--- src/rtl/olpt_pkg.sv ---
// Shared types and constants of the online perceptron trainer.
// Holds the channel payload structs, action codes, controller states and
// the command/status bundles between controller and datapath.
package olpt_pkg;

  localparam int NUM_FEATURES = 8;
  localparam int FEATURE_BITS = 16;
  localparam int FEAT_FRAC    = FEATURE_BITS - 4;
  localparam int ETA_BITS     = 16;
  localparam int ERR_BITS     = ETA_BITS + 2;

  localparam logic [ETA_BITS-1:0] ETA_RESET = 16'd655;

  localparam logic [1:0] ACT_TRAIN   = 2'd0;
  localparam logic [1:0] ACT_PREDICT = 2'd1;
  localparam logic [1:0] ACT_CLEAR   = 2'd2;

  typedef logic signed [FEATURE_BITS-1:0] feature_t;

  typedef struct packed {
    logic [1:0] action;
    feature_t   feature_0;
    feature_t   feature_1;
    feature_t   feature_2;
    feature_t   feature_3;
    feature_t   feature_4;
    feature_t   feature_5;
    feature_t   feature_6;
    feature_t   feature_7;
    logic       target_class;
  } in_item_t;

  typedef struct packed {
    logic predicted_class;
    logic weights_changed;
  } out_item_t;

  typedef enum logic [2:0] {
    S_IDLE,
    S_MAC,
    S_SIGN,
    S_UPD,
    S_CLR,
    S_RES
  } state_t;

  typedef struct packed {
    logic load;
    logic clear;
    logic mac;
    logic decide;
    logic upd;
    logic res_load;
  } cmd_t;

  typedef struct packed {
    logic cnt_done;
    logic need_update;
  } sts_t;

endpackage

--- src/rtl/online_perceptron_trainer_top.sv ---
// Online perceptron trainer, fixed-point Rosenblatt learning rule.
// Each input transfer carries an action (train, predict, clear), eight
// signed Q4.12 features and a target class; each yields one result transfer
// with the class predicted from the weights held before the item and a flag
// that a train item changed the weights (a clear returns both as zero).
// The cfg channel writes the learning rate (Q0.16) and is always ready;
// write it only while no item is in flight. The dot product runs through
// one multiply-accumulate lane, one feature per cycle; a train item that
// misclassifies, with a nonzero rate, then updates the weights through the
// correction multiplier, and a clear item only zeroes weights, bias and
// result flags. The result is loaded into the output register.
// One item is in flight at a time; in_ready is high only when idle.
// A finished result waits in the output register; if the receiver stalls,
// the block accepts the next item and holds its result until the register
// frees. Reset zeroes weights and bias and sets the learning rate to 655.
// Depends on olpt_pkg, olpt_ctrl and olpt_datapath.
module online_perceptron_trainer_top import olpt_pkg::*; #(
  parameter int WEIGHT_BITS = 32
) (
  input  logic                clk,
  input  logic                rst_n,
  input  logic                in_valid,
  output logic                in_ready,
  input  in_item_t            in_data,
  output logic                out_valid,
  input  logic                out_ready,
  output out_item_t           out_data,
  input  logic                cfg_valid,
  output logic                cfg_ready,
  input  logic [ETA_BITS-1:0] cfg_data
);

  cmd_t cmd;
  sts_t sts;

  assign cfg_ready = 1'b1;

  olpt_ctrl u_ctrl (
    .clk       (clk),
    .rst_n     (rst_n),
    .in_valid  (in_valid),
    .in_action (in_data.action),
    .in_ready  (in_ready),
    .out_valid (out_valid),
    .out_ready (out_ready),
    .sts       (sts),
    .cmd       (cmd)
  );

  olpt_datapath #(
    .WEIGHT_BITS (WEIGHT_BITS)
  ) u_datapath (
    .clk      (clk),
    .rst_n    (rst_n),
    .cfg_we   (cfg_valid && cfg_ready),
    .cfg_data (cfg_data),
    .in_data  (in_data),
    .cmd      (cmd),
    .sts      (sts),
    .out_data (out_data)
  );

endmodule

--- src/rtl/olpt_datapath.sv ---
// Datapath of the online perceptron trainer: weight and bias registers,
// one shared multiply-accumulate lane for the dot product, a correction
// multiplier with saturating add, and the result register. Uses olpt_pkg.
module olpt_datapath import olpt_pkg::*; #(
  parameter int WEIGHT_BITS = 32
) (
  input  logic                clk,
  input  logic                rst_n,
  input  logic                cfg_we,
  input  logic [ETA_BITS-1:0] cfg_data,
  input  in_item_t            in_data,
  input  cmd_t                cmd,
  output sts_t                sts,
  output out_item_t           out_data
);

  localparam int WB      = WEIGHT_BITS;
  localparam int PB      = WB + FEATURE_BITS;
  localparam int BIAS_W  = WB + FEAT_FRAC;
  localparam int EXACT_W = ((PB > BIAS_W) ? PB : BIAS_W) + $clog2(NUM_FEATURES + 1) + 1;
  // Past 64 bits the sum wraps, and only bit 63 decides the class.
  localparam int AW      = (EXACT_W > 64) ? 64 : EXACT_W;
  localparam int DPB     = ERR_BITS + FEATURE_BITS;
  localparam int DW      = DPB - FEAT_FRAC;
  localparam int SW      = ((WB > DW) ? WB : DW) + 1;
  localparam int CW      = $clog2(NUM_FEATURES + 1);
  localparam int IW      = (NUM_FEATURES > 1) ? $clog2(NUM_FEATURES) : 1;
  localparam logic [CW-1:0] CNT_LAST = CW'(NUM_FEATURES);

  logic signed [WB-1:0]       weight_r [NUM_FEATURES];
  logic signed [WB-1:0]       bias_r;
  logic [ETA_BITS-1:0]        eta_r;
  logic [CW-1:0]              cnt_r;
  logic                       pred_r;
  logic                       changed_r;

  feature_t                   feat_r [NUM_FEATURES];
  feature_t                   feat_in [NUM_FEATURES];
  logic [1:0]                 action_r;
  logic                       target_r;
  logic signed [PB-1:0]       prod_r;
  logic signed [AW-1:0]       acc_r;
  logic signed [ERR_BITS-1:0] err_r;
  logic signed [DPB-1:0]      dprod_r;
  logic [IW-1:0]              upd_idx_r;
  out_item_t                  out_r;

  logic [IW-1:0]              idx;
  logic signed [WB-1:0]       w_sel;
  feature_t                   f_sel;
  logic                       pred;
  logic                       need;
  logic signed [ERR_BITS-1:0] err_mag;
  logic signed [ERR_BITS-1:0] err_nxt;
  logic signed [SW-1:0]       bias_sum;
  logic signed [DW-1:0]       dshift;
  logic signed [SW-1:0]       w_sum;

  function automatic logic signed [WB-1:0] sat_w(input logic signed [SW-1:0] v);
    logic signed [SW-1:0] hi;
    logic signed [SW-1:0] lo;
    hi = SW'($signed({1'b0, {(WB-1){1'b1}}}));
    lo = -hi - SW'(1);
    if (v > hi) begin
      return WB'(hi);
    end else if (v < lo) begin
      return WB'(lo);
    end
    return WB'(v);
  endfunction

  always_comb begin
    feat_in[0] = in_data.feature_0;
    feat_in[1] = in_data.feature_1;
    feat_in[2] = in_data.feature_2;
    feat_in[3] = in_data.feature_3;
    feat_in[4] = in_data.feature_4;
    feat_in[5] = in_data.feature_5;
    feat_in[6] = in_data.feature_6;
    feat_in[7] = in_data.feature_7;
  end

  always_comb begin
    idx      = cnt_r[IW-1:0];
    w_sel    = weight_r[idx];
    f_sel    = feat_r[idx];
    pred     = ~acc_r[AW-1];
    need     = (action_r == ACT_TRAIN) && (pred != target_r) && (eta_r != '0);
    err_mag  = $signed({1'b0, eta_r, 1'b0});
    err_nxt  = target_r ? err_mag : -err_mag;
    bias_sum = SW'(bias_r) + SW'(err_nxt);
    // arithmetic shift of the signed correction rounds toward minus infinity
    dshift   = DW'(dprod_r >>> FEAT_FRAC);
    w_sum    = SW'(weight_r[upd_idx_r]) + SW'(dshift);
  end

  always_ff @(posedge clk) begin
    if (!rst_n) begin
      for (int i = 0; i < NUM_FEATURES; i++) begin
        weight_r[i] <= '0;
      end
      bias_r    <= '0;
      eta_r     <= ETA_RESET;
      cnt_r     <= '0;
      pred_r    <= 1'b0;
      changed_r <= 1'b0;
    end else begin
      if (cfg_we) begin
        eta_r <= cfg_data;
      end
      if (cmd.load) begin
        cnt_r <= '0;
      end
      if ((cmd.mac || cmd.upd) && !sts.cnt_done) begin
        cnt_r <= cnt_r + CW'(1);
      end
      if (cmd.decide) begin
        pred_r    <= pred;
        changed_r <= need;
        cnt_r     <= '0;
        if (need) begin
          bias_r <= sat_w(bias_sum);
        end
      end
      if (cmd.upd && cnt_r != '0) begin
        weight_r[upd_idx_r] <= sat_w(w_sum);
      end
      if (cmd.clear) begin
        for (int i = 0; i < NUM_FEATURES; i++) begin
          weight_r[i] <= '0;
        end
        bias_r    <= '0;
        pred_r    <= 1'b0;
        changed_r <= 1'b0;
      end
    end
  end

  always_ff @(posedge clk) begin
    if (cmd.load) begin
      for (int i = 0; i < NUM_FEATURES; i++) begin
        feat_r[i] <= feat_in[i];
      end
      action_r <= in_data.action;
      target_r <= in_data.target_class;
      acc_r    <= AW'(bias_r) <<< FEAT_FRAC;
    end
    if (cmd.mac) begin
      prod_r <= w_sel * f_sel;
      if (cnt_r != '0) begin
        acc_r <= acc_r + AW'(prod_r);
      end
    end
    if (cmd.decide) begin
      err_r <= err_nxt;
    end
    if (cmd.upd) begin
      dprod_r   <= err_r * f_sel;
      upd_idx_r <= idx;
    end
    if (cmd.res_load) begin
      out_r.predicted_class <= pred_r;
      out_r.weights_changed <= changed_r;
    end
  end

  assign sts.cnt_done    = (cnt_r == CNT_LAST);
  assign sts.need_update = need;
  assign out_data        = out_r;

  a_cnt_bound: assert property (@(posedge clk) disable iff (!rst_n)
    cnt_r <= CNT_LAST)
    else $error("feature counter ran past the last lane");

  a_clear_zero: assert property (@(posedge clk) disable iff (!rst_n)
    cmd.clear |=> (bias_r == '0) && !pred_r && !changed_r)
    else $error("clear left bias or result flags set");

  a_no_change_hold: assert property (@(posedge clk) disable iff (!rst_n)
    cmd.decide && !need |=> $stable(bias_r))
    else $error("bias moved without a misclassification");

endmodule

--- src/rtl/olpt_ctrl.sv ---
// Controller of the online perceptron trainer: sequences load, dot product,
// decision, weight update, clear and result hand-off. Uses olpt_pkg.
module olpt_ctrl import olpt_pkg::*; (
  input  logic       clk,
  input  logic       rst_n,
  input  logic       in_valid,
  input  logic [1:0] in_action,
  output logic       in_ready,
  output logic       out_valid,
  input  logic       out_ready,
  input  sts_t       sts,
  output cmd_t       cmd
);

  state_t state_r;
  state_t state_nxt;
  logic   out_valid_r;
  logic   out_valid_nxt;
  logic   out_free;
  logic   accept;

  assign out_free = !out_valid_r || out_ready;
  assign accept   = in_valid && (state_r == S_IDLE);

  always_comb begin
    state_nxt = state_r;
    unique case (state_r)
      S_IDLE: begin
        if (in_valid) begin
          state_nxt = (in_action == ACT_CLEAR) ? S_CLR : S_MAC;
        end
      end
      S_MAC: begin
        if (sts.cnt_done) begin
          state_nxt = S_SIGN;
        end
      end
      S_SIGN: begin
        state_nxt = sts.need_update ? S_UPD : S_RES;
      end
      S_UPD: begin
        if (sts.cnt_done) begin
          state_nxt = S_RES;
        end
      end
      S_CLR: begin
        state_nxt = S_RES;
      end
      S_RES: begin
        if (out_free) begin
          state_nxt = S_IDLE;
        end
      end
      default: begin
        state_nxt = S_IDLE;
      end
    endcase
  end

  always_comb begin
    cmd = '0;
    unique case (state_r)
      S_IDLE:  cmd.load     = accept;
      S_MAC:   cmd.mac      = 1'b1;
      S_SIGN:  cmd.decide   = 1'b1;
      S_UPD:   cmd.upd      = 1'b1;
      S_CLR:   cmd.clear    = 1'b1;
      S_RES:   cmd.res_load = out_free;
      default: cmd          = '0;
    endcase
  end

  always_comb begin
    out_valid_nxt = out_valid_r;
    if (cmd.res_load) begin
      out_valid_nxt = 1'b1;
    end else if (out_ready) begin
      out_valid_nxt = 1'b0;
    end
  end

  always_ff @(posedge clk) begin
    if (!rst_n) begin
      state_r     <= S_IDLE;
      out_valid_r <= 1'b0;
    end else begin
      state_r     <= state_nxt;
      out_valid_r <= out_valid_nxt;
    end
  end

  assign in_ready  = (state_r == S_IDLE);
  assign out_valid = out_valid_r;

  a_accept_leaves_idle: assert property (@(posedge clk) disable iff (!rst_n)
    accept |=> state_r != S_IDLE)
    else $error("accepted transfer did not start work");

  a_no_update_skip: assert property (@(posedge clk) disable iff (!rst_n)
    (state_r == S_SIGN) && !sts.need_update |=> state_r == S_RES)
    else $error("update entered without a misclassification");

  a_result_source: assert property (@(posedge clk) disable iff (!rst_n)
    $rose(out_valid_r) |-> $past(state_r) == S_RES)
    else $error("result raised outside the hand-off state");

endmodule

--- config.mk ---
export PLATFORM = sky130hd
export DESIGN_NAME = online_perceptron_trainer_top
export DESIGN_NICKNAME = d
export VERILOG_FILES = /design/src/rtl/olpt_pkg.sv /design/src/rtl/online_perceptron_trainer_top.sv /design/src/rtl/olpt_datapath.sv /design/src/rtl/olpt_ctrl.sv
export SDC_FILE = /design/constraint.sdc
export NUM_CORES = 2
export LEC_CHECK = 0
export ABC_CLOCK_PERIOD_IN_PS = 20800
export CAP_MARGIN = 15
export CORE_ASPECT_RATIO = 1.1
export CORE_MARGIN = 2
export CORE_UTILIZATION = 60
export CTS_CLUSTER_DIAMETER = 200
export DETAILED_ROUTE_END_ITERATION = 8
export DONT_BUFFER_PORTS = 1
export GPL_TIMING_DRIVEN = 0
export MAX_ROUTING_LAYER = met4
export PLACE_DENSITY = 0.88
export SLEW_MARGIN = 20
export SYNTH_ARGS = -nofsm -noshare
export SYNTH_HDL_FRONTEND = slang
export SYNTH_SLANG_ARGS = --single-unit
--- constraint.sdc ---
create_clock -name clk -period 20.8 [get_ports clk]
set_input_delay 4.16 -clock clk [delete_from_list [all_inputs] [get_ports clk]]
set_output_delay 4.16 -clock clk [all_outputs]
set_load 0.1 [all_outputs]
* Yosys cells after proc, flatten, opt, wreduce, memory -nomap -nowiden
Memory sizes are Yosys's and may differ from the RTL's. A register that Yosys moved wholly into a read port is not among the register bits.
Cells that the tools add are included.
** Word-level totals
- Register bits after elaboration :: 219
- Latch bits :: 0
- Bits in writable memories :: 384
- ROM bits :: 0
- Output and inout bits :: 5
- Memories kept :: 2
** Cells by class
- Add/subtract/negate cells :: 5
- Multipliers :: 2
- Divide/modulo/power cells :: 0
- Magnitude comparators :: 4
- Equal/unequal tests :: 12
- Shift operators :: 0
- Muxes and demuxes :: 63
- Bitwise operators :: 10
- Reduce and logical (&&, ||, !) cells :: 20
** Memories
- u_datapath.weight_r :: words 8, width 32, read ports 2, clocked after Yosys merged registers in 2, write ports 8, RTL line olpt_datapath.sv:30 : logic signed [WB-1:0] weight_r [NUM_FEATURES];
- u_datapath.feat_r :: words 8, width 16, read ports 1, clocked after Yosys merged registers in 1, write ports 8, RTL line olpt_datapath.sv:37 : feature_t feat_r [NUM_FEATURES];
** Operators with widths (count)
- $mux 32 :: 17
- $mux 53 :: 3
- $gt 33x32->1 const B :: 2
- $lt 33x32->1 const B :: 2
- $add 53x48->53 :: 1
- $mul 32x16->48 :: 1
- $mux 3 :: 12
- $mul 18x16->34 :: 1
- $add 32x18->33 :: 1
- $add 32x22->33 :: 1
- $reduce_or 32->1 :: 1
- $mux 1 :: 27
- $mux 18 :: 1
- $neg 17->18 :: 1
- $pmux 3 s6 :: 1
- $reduce_bool 16->1 :: 1
- $mux 4 :: 2
- $or 1x1->1 :: 8
- $eq 3x2->1 const B :: 2
- $eq 3x3->1 const B :: 2
- $ne 2x1->1 const B :: 3
- $logic_and 1x1->1 :: 5
- $add 4x1->4 const B :: 1
- $eq 4x4->1 const B :: 1
- other kinds (14) :: 19

* Depth between registers and ports, before layout
- Depth in word-level cells :: 10
- Mapped depth :: 31
- Mapped depth without buffers :: 27

* By module
From an unflattened synthesis, not the netlist that was laid out.
** Second synthesis, totals
- Cell total of the unflattened synthesis :: 5694
- Area, all modules :: 59518.3 sq um
** Modules (own cells, without submodules)
- olpt_datapath :: times used 1, cells each 5656, area an instance 59173.0 sq um, seq. area each 16646.0 sq um
- olpt_ctrl :: times used 1, cells each 36, area an instance 334.1 sq um, seq. area each 80.1 sq um
- online_perceptron_trainer_top :: times used 1, cells each 2, area an instance 11.3 sq um, seq. area each 0.0 sq um

* Worst setup path after synthesis
No wires, ideal clock.
- Path type :: input -> register
- Start :: in in_valid
- End :: reg with a tool-made name
- Library setup time :: 0.357 ns
- Arrival :: 8.530 ns
- Data required time :: 20.443 ns
- Setup slack :: 11.913 ns
- Stages on the path :: 4
- Path through :: nand2_1 -> clkinv_1 -> clkbuf_1 -> nor3_1
** RTL lines
- start, declared :: RTL line online_perceptron_trainer_top.sv:22 : input logic in_valid,

==> metrics <==
r2r setup slk 9.75 ns; post-DP HPWL 151000 µm; Worst EP arrival 11.44 ns; yosys warns 0; most frequent cell after synthesis inv_1; wirelength, routed 209000 µm; Final setup viols 0; gpl congestion 1.08; Die Y 335 µm; relative slew slack 0.127; layout cells sized above 1 0.0809; most used cell, CP fa_1; failing checks DRC; Worst Skew 0.0898 ns; Crit Path Category reg -> reg; FILL cells 7272; placed cells 7121; core footprint 0.0989 mm²; Mapped Cells 5816; CP max-delay cell clkbuf_1; quantity of gates resized following cts 0; Post-synth ARST share 0; largest cells by area after synthesis fa_1, edfxtp_1, ha_1; FP Rows 121; number of enable flip-flop cells after synthesis 479; Total GRT Usage 0.423; Synth top cells by count inv_1, fa_1, nand2_1; Synth top area share 0.256; DRT Pass-1 Iters 9; hold path cells 2; TritonCTS Buffers 68; compound-cell area share of the yosys netlist 0.0906; R2R Path End u_datapath.prod_r[45]$_DFFE_PP_; Setup Buffers After CTS 0; clock slew at reported path FFs 0.06 ns; nets@finish 7130; synthesized area per cell 10.3 µm²; Synth cell types 89; HP Start u_datapath.acc_r[7]$_DFF_P_; RSZ-0062 raised after global routing false; final setup margin 9.75 ns; R2R cell count 28; count of pins over their slew limit 0; Hold Fails Final Rpt 0; Worst Hold End u_datapath.acc_r[7]$_DFF_P_; P&R area growth vs syn 7.71%; Worst path max stage delay 0.96 ns; post-synth design cell area 0.0598 mm²; H-Tree Depth 3; Vias 48587; clock sink count 596; largest net degree at the start of global routing 53; Max Cap Violations 0; CTS tree yes; Hold WC Path Type reg -> reg; DR iter-0 viols 6797; Die Wd 305 µm; Peak Freq 0.0905 GHz; Non-Filler Instances 7292; CP startpoint kind flop; # IOs 157; Post-CTS Hold Buffers 0; largest family of logic cells by synthesized area adder cells; Post-Synth Adder-Cell Area 0.324; DRC errors left 73; Yosys reg bits 596; Avg WL per Cell 28.7 µm; first-pass GRT wire length 309000 µm; Req. time, crit path 21.19 ns; initial antenna violation count 31; Post-Synth XOR/XNOR Area 0.0278; post-route clock period utilization 0.531; antenna-violating nets left 0; Synth area leader fa_1; syn_nets 7045; pin slew with the least headroom to its limit 1.31 ns; die area 0.102 mm²; status finished with violations; CP endpoint kind flop; Skew-Pair Late Insertion Delay 0.70 ns; vias in the first global route 50867; top_reg_cell synth edfxtp_1; pre-CTS setup slack 10.47 ns; maximum clock insertion buffer count 3; Fin Setup TNS 0 ns; Seq/Total Area, Yosys 0.280; Root Driver clkbuf_16; Final min period 11.05 ns; DR vias/cell 6.66; post-synthesis mux area share 0.0836; Simple-Gate Fraction of Synth Area 0.118; Starting Density 0.605; grt total ovfl 0; Port Buffers 0; CP max FO 11
-- worst max-delay path: cells and delay by family (launching register included) --
family	cells	cell delay, ns
compound gates	4	1.06
xor+xnor	1	0.15
fa+ha+maj	7	3.21
buf+inv	8	3.43
flops	1	0.33
mux	2	1.31
simple gates	6	1.27
-- kinds of logic after synthesis --
group,after synthesis
AOI/OAI and AO/OA,872
xor gates and xnor gates,190
adders and majority gates,1093
buffers and inverters,1198
DFF,596
muxes,287
other,1
and+or+nand+nor,1579
-- worst max-delay path by stage --
stage / from / end / cells after the start / slack (ns)
3_3_place_gp: in_valid / u_datapath.acc_r[42]$_DFF_P_ / 5 / 8.92
5_1_grt: flop / u_datapath.prod_r[45]$_DFFE_PP_ / 28 / 9.54
3_5_place_dp: flop / u_datapath.prod_r[45]$_DFFE_PP_ / 28 / 10.47
6_report: flop / u_datapath.prod_r[45]$_DFFE_PP_ / 28 / 9.75
2_1_floorplan: in_valid / flop / 4 / 11.91
4_1_cts: flop / u_datapath.prod_r[45]$_DFFE_PP_ / 28 / 10.29
-- metrics by stage --
stage / util / hold WS, ns / instance area, µm²
2_1_floorplan: - / 0.408 / 59800
3_3_place_gp: 0.621 / 0.443 / 61400
3_5_place_dp: 0.625 / 0.461 / 61800
4_1_cts: 0.650 / 0.474 / 64300
5_1_grt: 0.651 / 0.501 / 64400
6_report: 0.651 / 0.468 / 64400
-- layout by cell type (no fill, tap or decap), types with 129 or more instances in the layout --
cell type	count
a21oi_1	263
and2_1	140
clkbuf_1	225
edfxtp_1	479
fa_1	765
ha_1	312
inv_1	923
mux4_2	160
nand2_1	628
nor2_1	492
o21ai_0	240
xnor2_1	129
-- per-layer routing --
metal | GRT usage | up-vias | share of wire
met5 | - | - | 0
met4 | 0.381 | 0 | 0.12
met3 | 0.161 | 1682 | 0.14
met2 | 0.636 | 4193 | 0.45
met1 | 0.430 | 23266 | 0.30
li1 | - | 19446 | -
-- sequential cells by signal, summed over array words and instances, names as in the netlist, named ones only --
name                  count
u_ctrl.out_valid          1
u_ctrl.state_r            3
u_datapath.acc_r         53
u_datapath.action_r       2
u_datapath.bias_r        32
u_datapath.changed_r      1
u_datapath.cnt_r          4
u_datapath.dprod_r       22
u_datapath.err_r         17
u_datapath.eta_r         16
u_datapath.feat_r       128
u_datapath.out_data       2
u_datapath.pred_r         1
u_datapath.prod_r        48
u_datapath.target_r       1
u_datapath.upd_idx_r      3
u_datapath.weight_r     256
-- cell type report --
type / instances / area (µm²) / area share
Antenna cell: 46 / 115 / 0.00179
Buffer: 272 / 1100 / 0.0171
Clock buffer: 82 / 1790 / 0.0279
Clock inverter: 42 / 663 / 0.0103
Inverter: 926 / 3480 / 0.0540
Multi-Input combinational cell: 4022 / 38600 / 0.599
Sequential cell: 596 / 16700 / 0.260
Tap cell: 1291 / 1620 / 0.0251
Timing Repair Buffer: 15 / 317 / 0.00492
Power is not shown: default switching activity piles up to over one toggle a cycle in this logic, so the estimate is an artifact.
